--- src/design/aevt_pkg.sv ---
// Shared types and constants for the angular extreme vector tracker.
`default_nettype none

package aevt_pkg;

  localparam int unsigned COORD_WIDTH_DEF = 16;

  localparam logic CFG_BASE_X = 1'b0;
  localparam logic CFG_BASE_Y = 1'b1;

  typedef enum logic [1:0] {
    RANK_OPP   = 2'd0,
    RANK_NEG   = 2'd1,
    RANK_ALONG = 2'd2,
    RANK_POS   = 2'd3
  } rank_e;

endpackage

`default_nettype wire

--- src/design/aevt_half_rank.sv ---
// Half-plane rank of a vector relative to the base direction.
`default_nettype none

module aevt_half_rank #(
  parameter int unsigned W = 16
) (
  input  logic signed [W-1:0] base_x_i,
  input  logic signed [W-1:0] base_y_i,
  input  logic signed [W-1:0] vec_x_i,
  input  logic signed [W-1:0] vec_y_i,
  output aevt_pkg::rank_e     rank_o
);
  import aevt_pkg::*;

  logic signed [2*W-1:0] cross_a;
  logic signed [2*W-1:0] cross_b;
  logic signed [2*W-1:0] dot_a;
  logic signed [2*W-1:0] dot_b;
  logic signed [2*W:0]   dot;

  assign cross_a = base_x_i * vec_y_i;
  assign cross_b = base_y_i * vec_x_i;
  assign dot_a   = base_x_i * vec_x_i;
  assign dot_b   = base_y_i * vec_y_i;
  assign dot     = $signed({dot_a[2*W-1], dot_a}) + $signed({dot_b[2*W-1], dot_b});

  always_comb begin
    if (cross_a > cross_b) begin
      rank_o = RANK_POS;
    end else if (cross_a < cross_b) begin
      rank_o = RANK_NEG;
    end else if (dot > 0) begin
      rank_o = RANK_ALONG;
    end else begin
      rank_o = RANK_OPP;
    end
  end

endmodule

`default_nettype wire

--- config.mk ---
export PLATFORM = sky130hd
export DESIGN_NAME = aevt_half_rank
export DESIGN_NICKNAME = d
export VERILOG_FILES = /design/src/design/aevt_pkg.sv /design/src/design/aevt_half_rank.sv
export SDC_FILE = /design/constraint.sdc
export NUM_CORES = 2
export LEC_CHECK = 0
export ABC_AREA = 1
export BUFFER_PORTS_ARGS = -buffer_cell sky130_fd_sc_hd__buf_2
export CAP_MARGIN = 20
export CORE_MARGIN = 1
export CORE_UTILIZATION = 55
export DETAILED_ROUTE_END_ITERATION = 7
export PLACE_DENSITY = 0.75
export SETUP_SLACK_MARGIN = 0.5
export SYNTH_ARGS = -nofsm -noshare
export SYNTH_HDL_FRONTEND = slang
export SYNTH_SLANG_ARGS = --single-unit
--- constraint.sdc ---
create_clock -name vclk -period 12.2
set_clock_uncertainty 0.15 [all_clocks]
set_input_delay 0.61 -clock vclk [all_inputs]
set_output_delay 0.61 -clock vclk [all_outputs]
set_load 0.02 [all_outputs]
==> metrics.yaml <==
timing:
  min_period_ns: 10.31
  min_period_over_period_pct: 84.49
  max_clock_freq_mhz: 97.01
  timing.final.hold_violations: 0
  rsz0062_at_grt: "no"
  drv_slew: 0
  finalSetupTns_ns: 0
  slew_headroom_pct: 27.72
  setup_violations: 0
  worstMarginPinSlew_ns: 1.084
floorplan:
  initial_core_util_pct: 55.46
  fp.dieH_um: 278.5
  rows: 101
  fp.dieW_um: 278.5
  dieArea_sq_mm: 0.07756
  ios: 66
  coreArea_sq_mm: 0.07582
setup_path:
  start_kind: "primary input"
  critPathLaunch: "vec_x_i[3]"
  cp_max_fo: 21
  cp_num_buf_inv: 9
  slowest_stage: "fa_1"
  setup.worst_path.class: "primary input to primary output"
  crit_required_ns: 11.44
  crit_arrival_ns: 9.55
  critical_path.most_common_cell: "nand2_1"
  critPathMaxStageDelay_ns: 0.53
  cp_top_family: "adder cells"
  crit_path_end: "rank_o[1]"
  cp.depth: 36
  critPathCaptureType: "primary output"
min_path:
  hp-class: "primary input to primary output"
synth:
  synth_top_area_cell: "fa_1"
  synth.area.top_cells: "fa_1, inv_1, nand2_1, ha_1, clkbuf_1"
  syn_area_per_cell_sq_um: 7.974
  synth_cell_types: 40
  yosysWarnings: 0
  yosysTopAreaCellShare_pct: 52.75
  netlist_area_sq_mm: 0.04205
  netlist_instances: 5273
  ys_seq_area_share_pct: 0
  synthesis.nets: 6790
  synth.most_common_cell: "inv_1"
  synthTopCellsByCount: "inv_1, nand2_1, fa_1"
global_route:
  grt_max_degree: 33
  grt_usage_pct: 30.46
  grt-ovfl-total: 0
  grt_antenna_before_repair: 6
  grt_pass1_wl_um: 184600
  use_met3_pct: 5.692
  grt.met1_usage_pct: 38.44
  grt-busiest-layer: "met2"
  grt_pass1_vias: 35080
  use_met2_pct: 51.60
placement:
  gp_congestion: 0.9515
  placed_cell_area_sq_mm: 0.04310
  portBuffers: 66
  hpwl_um: 90200
drt:
  vias_per_cell: 5.261
  drcViolationCount: 0
  drtIter0Drc: 2454
  vias: 32390
  postRouteAntennaNets: 0
  drtPass1Iterations: 6
  wire_per_inst_um: 18.25
  drt-total-wl_um: 112400
clock_tree:
  postCtsSetupBuffers: 0
  holdBufCountCts: 0
  post_cts_resized: 0
cells_and_area:
  fin_nets: 6696
  nFillCells: 6879
  final_util_pct: 56.87
  drive_gt1_share_pct: 2.917
  regArea_sq_um: 0
  area_growth_pct: 2.556
  flops_and_latches: 0
  fin_area_sq_mm: 0.04312
  clkbuf_count: 0
status:
  run_status: "completed"
run:
  maxCapViolations: 0
## cells by family after synthesis
kind of cell    synth area share [%]
simple gates                   14.50
buf+inv                        17.91
compound gates                 2.369
fa+ha+maj                      63.02
xor+xnor                       2.208
## tightest hold or removal path, cell delays in order
cell,delay [ns]
buf_2,0.22
nand2_1,0.11
ha_1,0.22
nand2_1,0.07
nor4_1,0.05
nand4_1,0.14
buf_2,0.19
## routing by layer
metal / part of all wire (%) / vias to the layer above
met2: 48 / 1551
li1: - / 14350
met4: 5.1 / 6
met3: 9.7 / 364
met1: 37 / 16120
met5: 0.041 / -
## metrics by stage
step / hold WS [ns] / setup slack, ns / instances
after floorplan: 1.682 / 4.302 / 5273
after global placement: 2.094 / 1.974 / 6154
after detailed placement: 2.086 / 1.947 / 6154
after CTS: 2.089 / 1.944 / 6154
after global routing: 2.133 / 1.276 / 6157
final: 2.084 / 1.892 / 6157
## placed cells by master, fill, tap and decap left out, drive strengths merged, types with 13 or more instances in the layout
cell   Yosys  layout
inv     1813    1813
nand2   1309    1309
fa      1108    1108
ha       345     345
nor2     108     108
a21oi     99      99
buf        3      97
xor2      57      57
xnor2     49      49
nand3     44      44
o21ai     34      34
nand4     30      30
nor3      17      17
or2       13      13
## layout make-up
class              count  area, sq um  share of cell area [%]
multi-input cells   3267        34520                   80.05
inverters           1813         6805                   15.78
diodes                 2        5.005                 0.01161
repair buffers        97        570.5                   1.323
well taps            978         1224                   2.838
## how the worst min path moves through the flow
stage / startpoint / to / slack (ns) / cells past startpoint
after detailed placement: base_x_i[0] / rank_o[0] / 2.09 / 7
after global placement: base_x_i[0] / rank_o[0] / 2.09 / 7
after CTS: base_x_i[0] / rank_o[0] / 2.09 / 7
after global routing: base_x_i[0] / rank_o[0] / 2.13 / 7
after floorplan: base_x_i[0] / rank_o[1] / 1.68 / 9
final: base_x_i[0] / rank_o[0] / 2.08 / 7
Power is left out: the tool's default activity adds up to more than one toggle a clock period on the data nets, which glitch-free logic cannot reach.
