### config.mk
export PLATFORM = sky130hd
export DESIGN_NAME = aevt_angle_cmp
export DESIGN_NICKNAME = d
export VERILOG_FILES = /design/src/design/aevt_pkg.sv /design/src/design/aevt_half_rank.sv /design/src/design/aevt_angle_cmp.sv
export SDC_FILE = /design/constraint.sdc
export NUM_CORES = 2
export LEC_CHECK = 0
export BUFFER_PORTS_ARGS = -buffer_cell sky130_fd_sc_hd__clkbuf_2
export CAP_MARGIN = 10
export CORE_MARGIN = 2
export CORE_UTILIZATION = 55
export DETAILED_ROUTE_END_ITERATION = 7
export GPL_TIMING_DRIVEN = 1
export PLACE_DENSITY = 0.77
export SETUP_SLACK_MARGIN = 0.05
export SLEW_MARGIN = 40
export SYNTH_ARGS = -nofsm -noshare
export SYNTH_HDL_FRONTEND = slang
export SYNTH_HIERARCHICAL = 1
export SYNTH_SLANG_ARGS = --single-unit
### constraint.sdc
create_clock -name vclk -period 29.8
set_input_delay 8.94 -clock vclk [all_inputs]
set_output_delay 8.94 -clock vclk [all_outputs]
set_load 0.05 [all_outputs]
### src/design/aevt_pkg.sv
// Shared types and constants for the angular extreme vector tracker.
`default_nettype none

package aevt_pkg;

  localparam int unsigned COORD_WIDTH_DEF = 16;

  localparam logic CFG_BASE_X = 1'b0;
  localparam logic CFG_BASE_Y = 1'b1;

  typedef enum logic [1:0] {
    RANK_OPP   = 2'd0,
    RANK_NEG   = 2'd1,
    RANK_ALONG = 2'd2,
    RANK_POS   = 2'd3
  } rank_e;

endpackage

`default_nettype wire

### src/design/aevt_half_rank.sv
// Half-plane rank of a vector relative to the base direction.
`default_nettype none

module aevt_half_rank #(
  parameter int unsigned W = 16
) (
  input  logic signed [W-1:0] base_x_i,
  input  logic signed [W-1:0] base_y_i,
  input  logic signed [W-1:0] vec_x_i,
  input  logic signed [W-1:0] vec_y_i,
  output aevt_pkg::rank_e     rank_o
);
  import aevt_pkg::*;

  logic signed [2*W-1:0] cross_a;
  logic signed [2*W-1:0] cross_b;
  logic signed [2*W-1:0] dot_a;
  logic signed [2*W-1:0] dot_b;
  logic signed [2*W:0]   dot;

  assign cross_a = base_x_i * vec_y_i;
  assign cross_b = base_y_i * vec_x_i;
  assign dot_a   = base_x_i * vec_x_i;
  assign dot_b   = base_y_i * vec_y_i;
  assign dot     = $signed({dot_a[2*W-1], dot_a}) + $signed({dot_b[2*W-1], dot_b});

  always_comb begin
    if (cross_a > cross_b) begin
      rank_o = RANK_POS;
    end else if (cross_a < cross_b) begin
      rank_o = RANK_NEG;
    end else if (dot > 0) begin
      rank_o = RANK_ALONG;
    end else begin
      rank_o = RANK_OPP;
    end
  end

endmodule

`default_nettype wire

### src/design/aevt_angle_cmp.sv
// Strict angle compare of a new vector against one kept reference vector.
`default_nettype none

module aevt_angle_cmp #(
  parameter int unsigned W = 16
) (
  input  logic signed [W-1:0] base_x_i,
  input  logic signed [W-1:0] base_y_i,
  input  logic signed [W-1:0] vec_x_i,
  input  logic signed [W-1:0] vec_y_i,
  input  aevt_pkg::rank_e     vec_rank_i,
  input  logic signed [W-1:0] ref_x_i,
  input  logic signed [W-1:0] ref_y_i,
  output logic                greater_o
);
  import aevt_pkg::*;

  rank_e                 ref_rank;
  logic signed [2*W-1:0] prod_a;
  logic signed [2*W-1:0] prod_b;
  logic                  same_side;

  aevt_half_rank #(.W(W)) u_ref_rank (
    .base_x_i (base_x_i),
    .base_y_i (base_y_i),
    .vec_x_i  (ref_x_i),
    .vec_y_i  (ref_y_i),
    .rank_o   (ref_rank)
  );

  assign prod_a    = ref_x_i * vec_y_i;
  assign prod_b    = ref_y_i * vec_x_i;
  assign same_side = (vec_rank_i == RANK_NEG) || (vec_rank_i == RANK_POS);

  always_comb begin
    if (vec_rank_i != ref_rank) begin
      greater_o = (vec_rank_i > ref_rank);
    end else begin
      greater_o = same_side && (prod_a > prod_b);
    end
  end

endmodule

`default_nettype wire

==> results.yml <==
status:
  status: "completed"
finish:
  layout.nets: 8952
  layout.sequential_cells: 0
  finish.instance_area_um2: 63110
  regArea_um2: 0
  area_delta_synth_final_pct: 2.930
  clkbuf_count: 0
  nFillCells: 9617
  drive_gt1_frac: 0.03025
critical_path:
  start_kind: "input pin"
  end_kind: "primary output"
  crit_start: "ref_x_i[9]"
  crit_top_cell: "fa_1"
  crit_fanout: 29
  crit_required_ns: 20.86
  cpPeakStageDelay_ns: 0.60
  arrival_ns: 19.81
  cpMaxStageDelayCell: "nor4_1"
  crit_type: "in2out"
place:
  dpl.hpwl_mm: 130.9
  io_buffers: 99
  placed_area_um2: 63090
  place_congestion: 1.043
synthesis:
  synth.cell_area_um2: 61320
  synth_compound_area_frac: 0.04765
  yosys.area_share.adder: 0.6436
  yosysWarnings: 6
  synthCells: 6787
  synth_top_family_by_area: "adder cells"
  syn_nets: 9060
  syn_area_per_cell_um2: 9.035
  synthMuxAreaShare: 0.001326
  yosys.area_share.simple: 0.1546
  ys_types: 92
  synth.yosys.seq_area_share: 0
  synthXorXnorAreaFrac: 0.02302
timing:
  setup_violations: 0
  slew_violations: 0
  slew-limit-headroom: 0.3982
  period_share: 0.9647
  clock.fmax_mhz: 34.79
  post-route-min-period_ns: 28.75
  hold_viol_final: 0
  fin_tns_setup_ns: 0
  worstMarginPinSlew_ns: 0.9027
  rsz0062_at_grt: "no"
global_routing:
  grt_usage: 0.2888
  grt_pass1_vias: 49790
  grt_overflow: 0
  grt_max_degree: 44
  antenna_found_initial: 12
  grt_pass1_wl_mm: 258.3
die:
  start_util: 0.5541
  die_w_um: 337.9
  dieArea_um2: 114200
  placementRows: 122
  core_area_um2: 110700
  ioPinCount: 99
  dieHeight_um: 337.9
routing:
  firstDrtPassIters: 6
  routed_wirelength_mm: 157.3
  wl_per_cell_um: 19.25
  antenna_left: 0
  vias: 44910
  drtIter0Drc: 2987
  viasPerCell: 5.496
  post-route-drc-count: 0
clock_network:
  hold_buffers: 0
  cts_resized: 0
  cts_setup_buffers: 0
flow_run:
  maxCapViolCount: 0
worst_hold_path:
  worstHoldStart: "vec_rank_i[1]"
  hold_path.class: "in2out"
[metal layers]
| layer | share of wire | GRT usage |
|---|---|---|
| met2 | 0.48 | 0.4913 |
| met5 | 0.00058 | 0 |
| met1 | 0.38 | 0.3654 |
| met4 | 0.058 | 0.1375 |
| met3 | 0.073 | 0.03970 |
[cells in the final DEF, fill, tap and decap left out, drive strengths merged, types with 29 or more instances in the layout]
cell type	instances
a21o	51
a21oi	120
and2	692
buf	74
clkbuf	87
fa	1632
ha	543
inv	1837
nand2	825
nand2b	60
nand4	38
nor2	157
nor3	38
o21a	29
o21ai	88
xnor2	115
xor2	44
[path summary, 6_finish.rpt]
kind,end,slack (ns),cells past startpoint
setup / recovery,greater_o,1.05,38
hold / removal,greater_o,18.76,6
[critical path, delay by kind of cell]
family                     cells  cell delay (ns)
adders and majority gates      9             3.82
and+or+nand+nor               12             2.83
AOI/OAI and AO/OA              9             2.47
buffers and inverters          7             1.62
xor gates and xnor gates       1             0.11
[area by class of cell]
type / count / area, µm² / share of cell area
Inverter: 1838 / 6899 / 0.1093
Timing Repair Buffer: 161 / 968.4 / 0.01534
Tap cell: 1488 / 1862 / 0.02950
Multi-Input combinational cell: 4678 / 53370 / 0.8456
Antenna cell: 6 / 15.01 / 0.0002379
[metrics by stage]
step,hold WS (ns),setup slack [ns],utilization,instances
3_3_place_gp,18.70,1.656,0.5700,8165
6_report,18.76,1.053,0.5703,8171
2_1_floorplan,18.45,3.361,-,6787
4_1_cts,18.72,1.322,0.5701,8165
3_5_place_dp,18.71,1.348,0.5701,8165
5_1_grt,18.82,0.5338,0.5702,8167
[cells in the mapped netlist (all sizes together), types with 9 or more instances]
master	instances	share of area
and3	11	0.0012
o21ai	88	0.0073
nand2b	60	0.0061
a31oi	12	0.0015
nor2	157	0.0096
inv	1837	0.11
a2111oi	10	0.0022
nor3	38	0.0031
a21o	51	0.0062
ha	543	0.11
xor2	44	0.0066
or3	12	0.0012
o211ai	11	0.0013
nand3	17	0.0014
o21a	29	0.0036
a21oi	120	0.0099
clkbuf	265	0.017
nand4	38	0.0039
o31ai	9	0.0013
nand2	825	0.051
and2	692	0.071
fa	1632	0.53
a211oi	25	0.0031
xnor2	115	0.016
nor2b	19	0.0019
[cell families (layout without fill, tap and decap cells)]
family / Yosys count / after routing
compound gates: 428 / 428
xor+xnor: 159 / 159
fa+ha+maj: 2175 / 2175
buf+inv: 2109 / 1999
mux: 8 / 8
other cells: 0 / 6
simple gates: 1908 / 1908
Power is not shown: default switching activity piles up to over one toggle a cycle in this logic, so the estimate is an artifact.
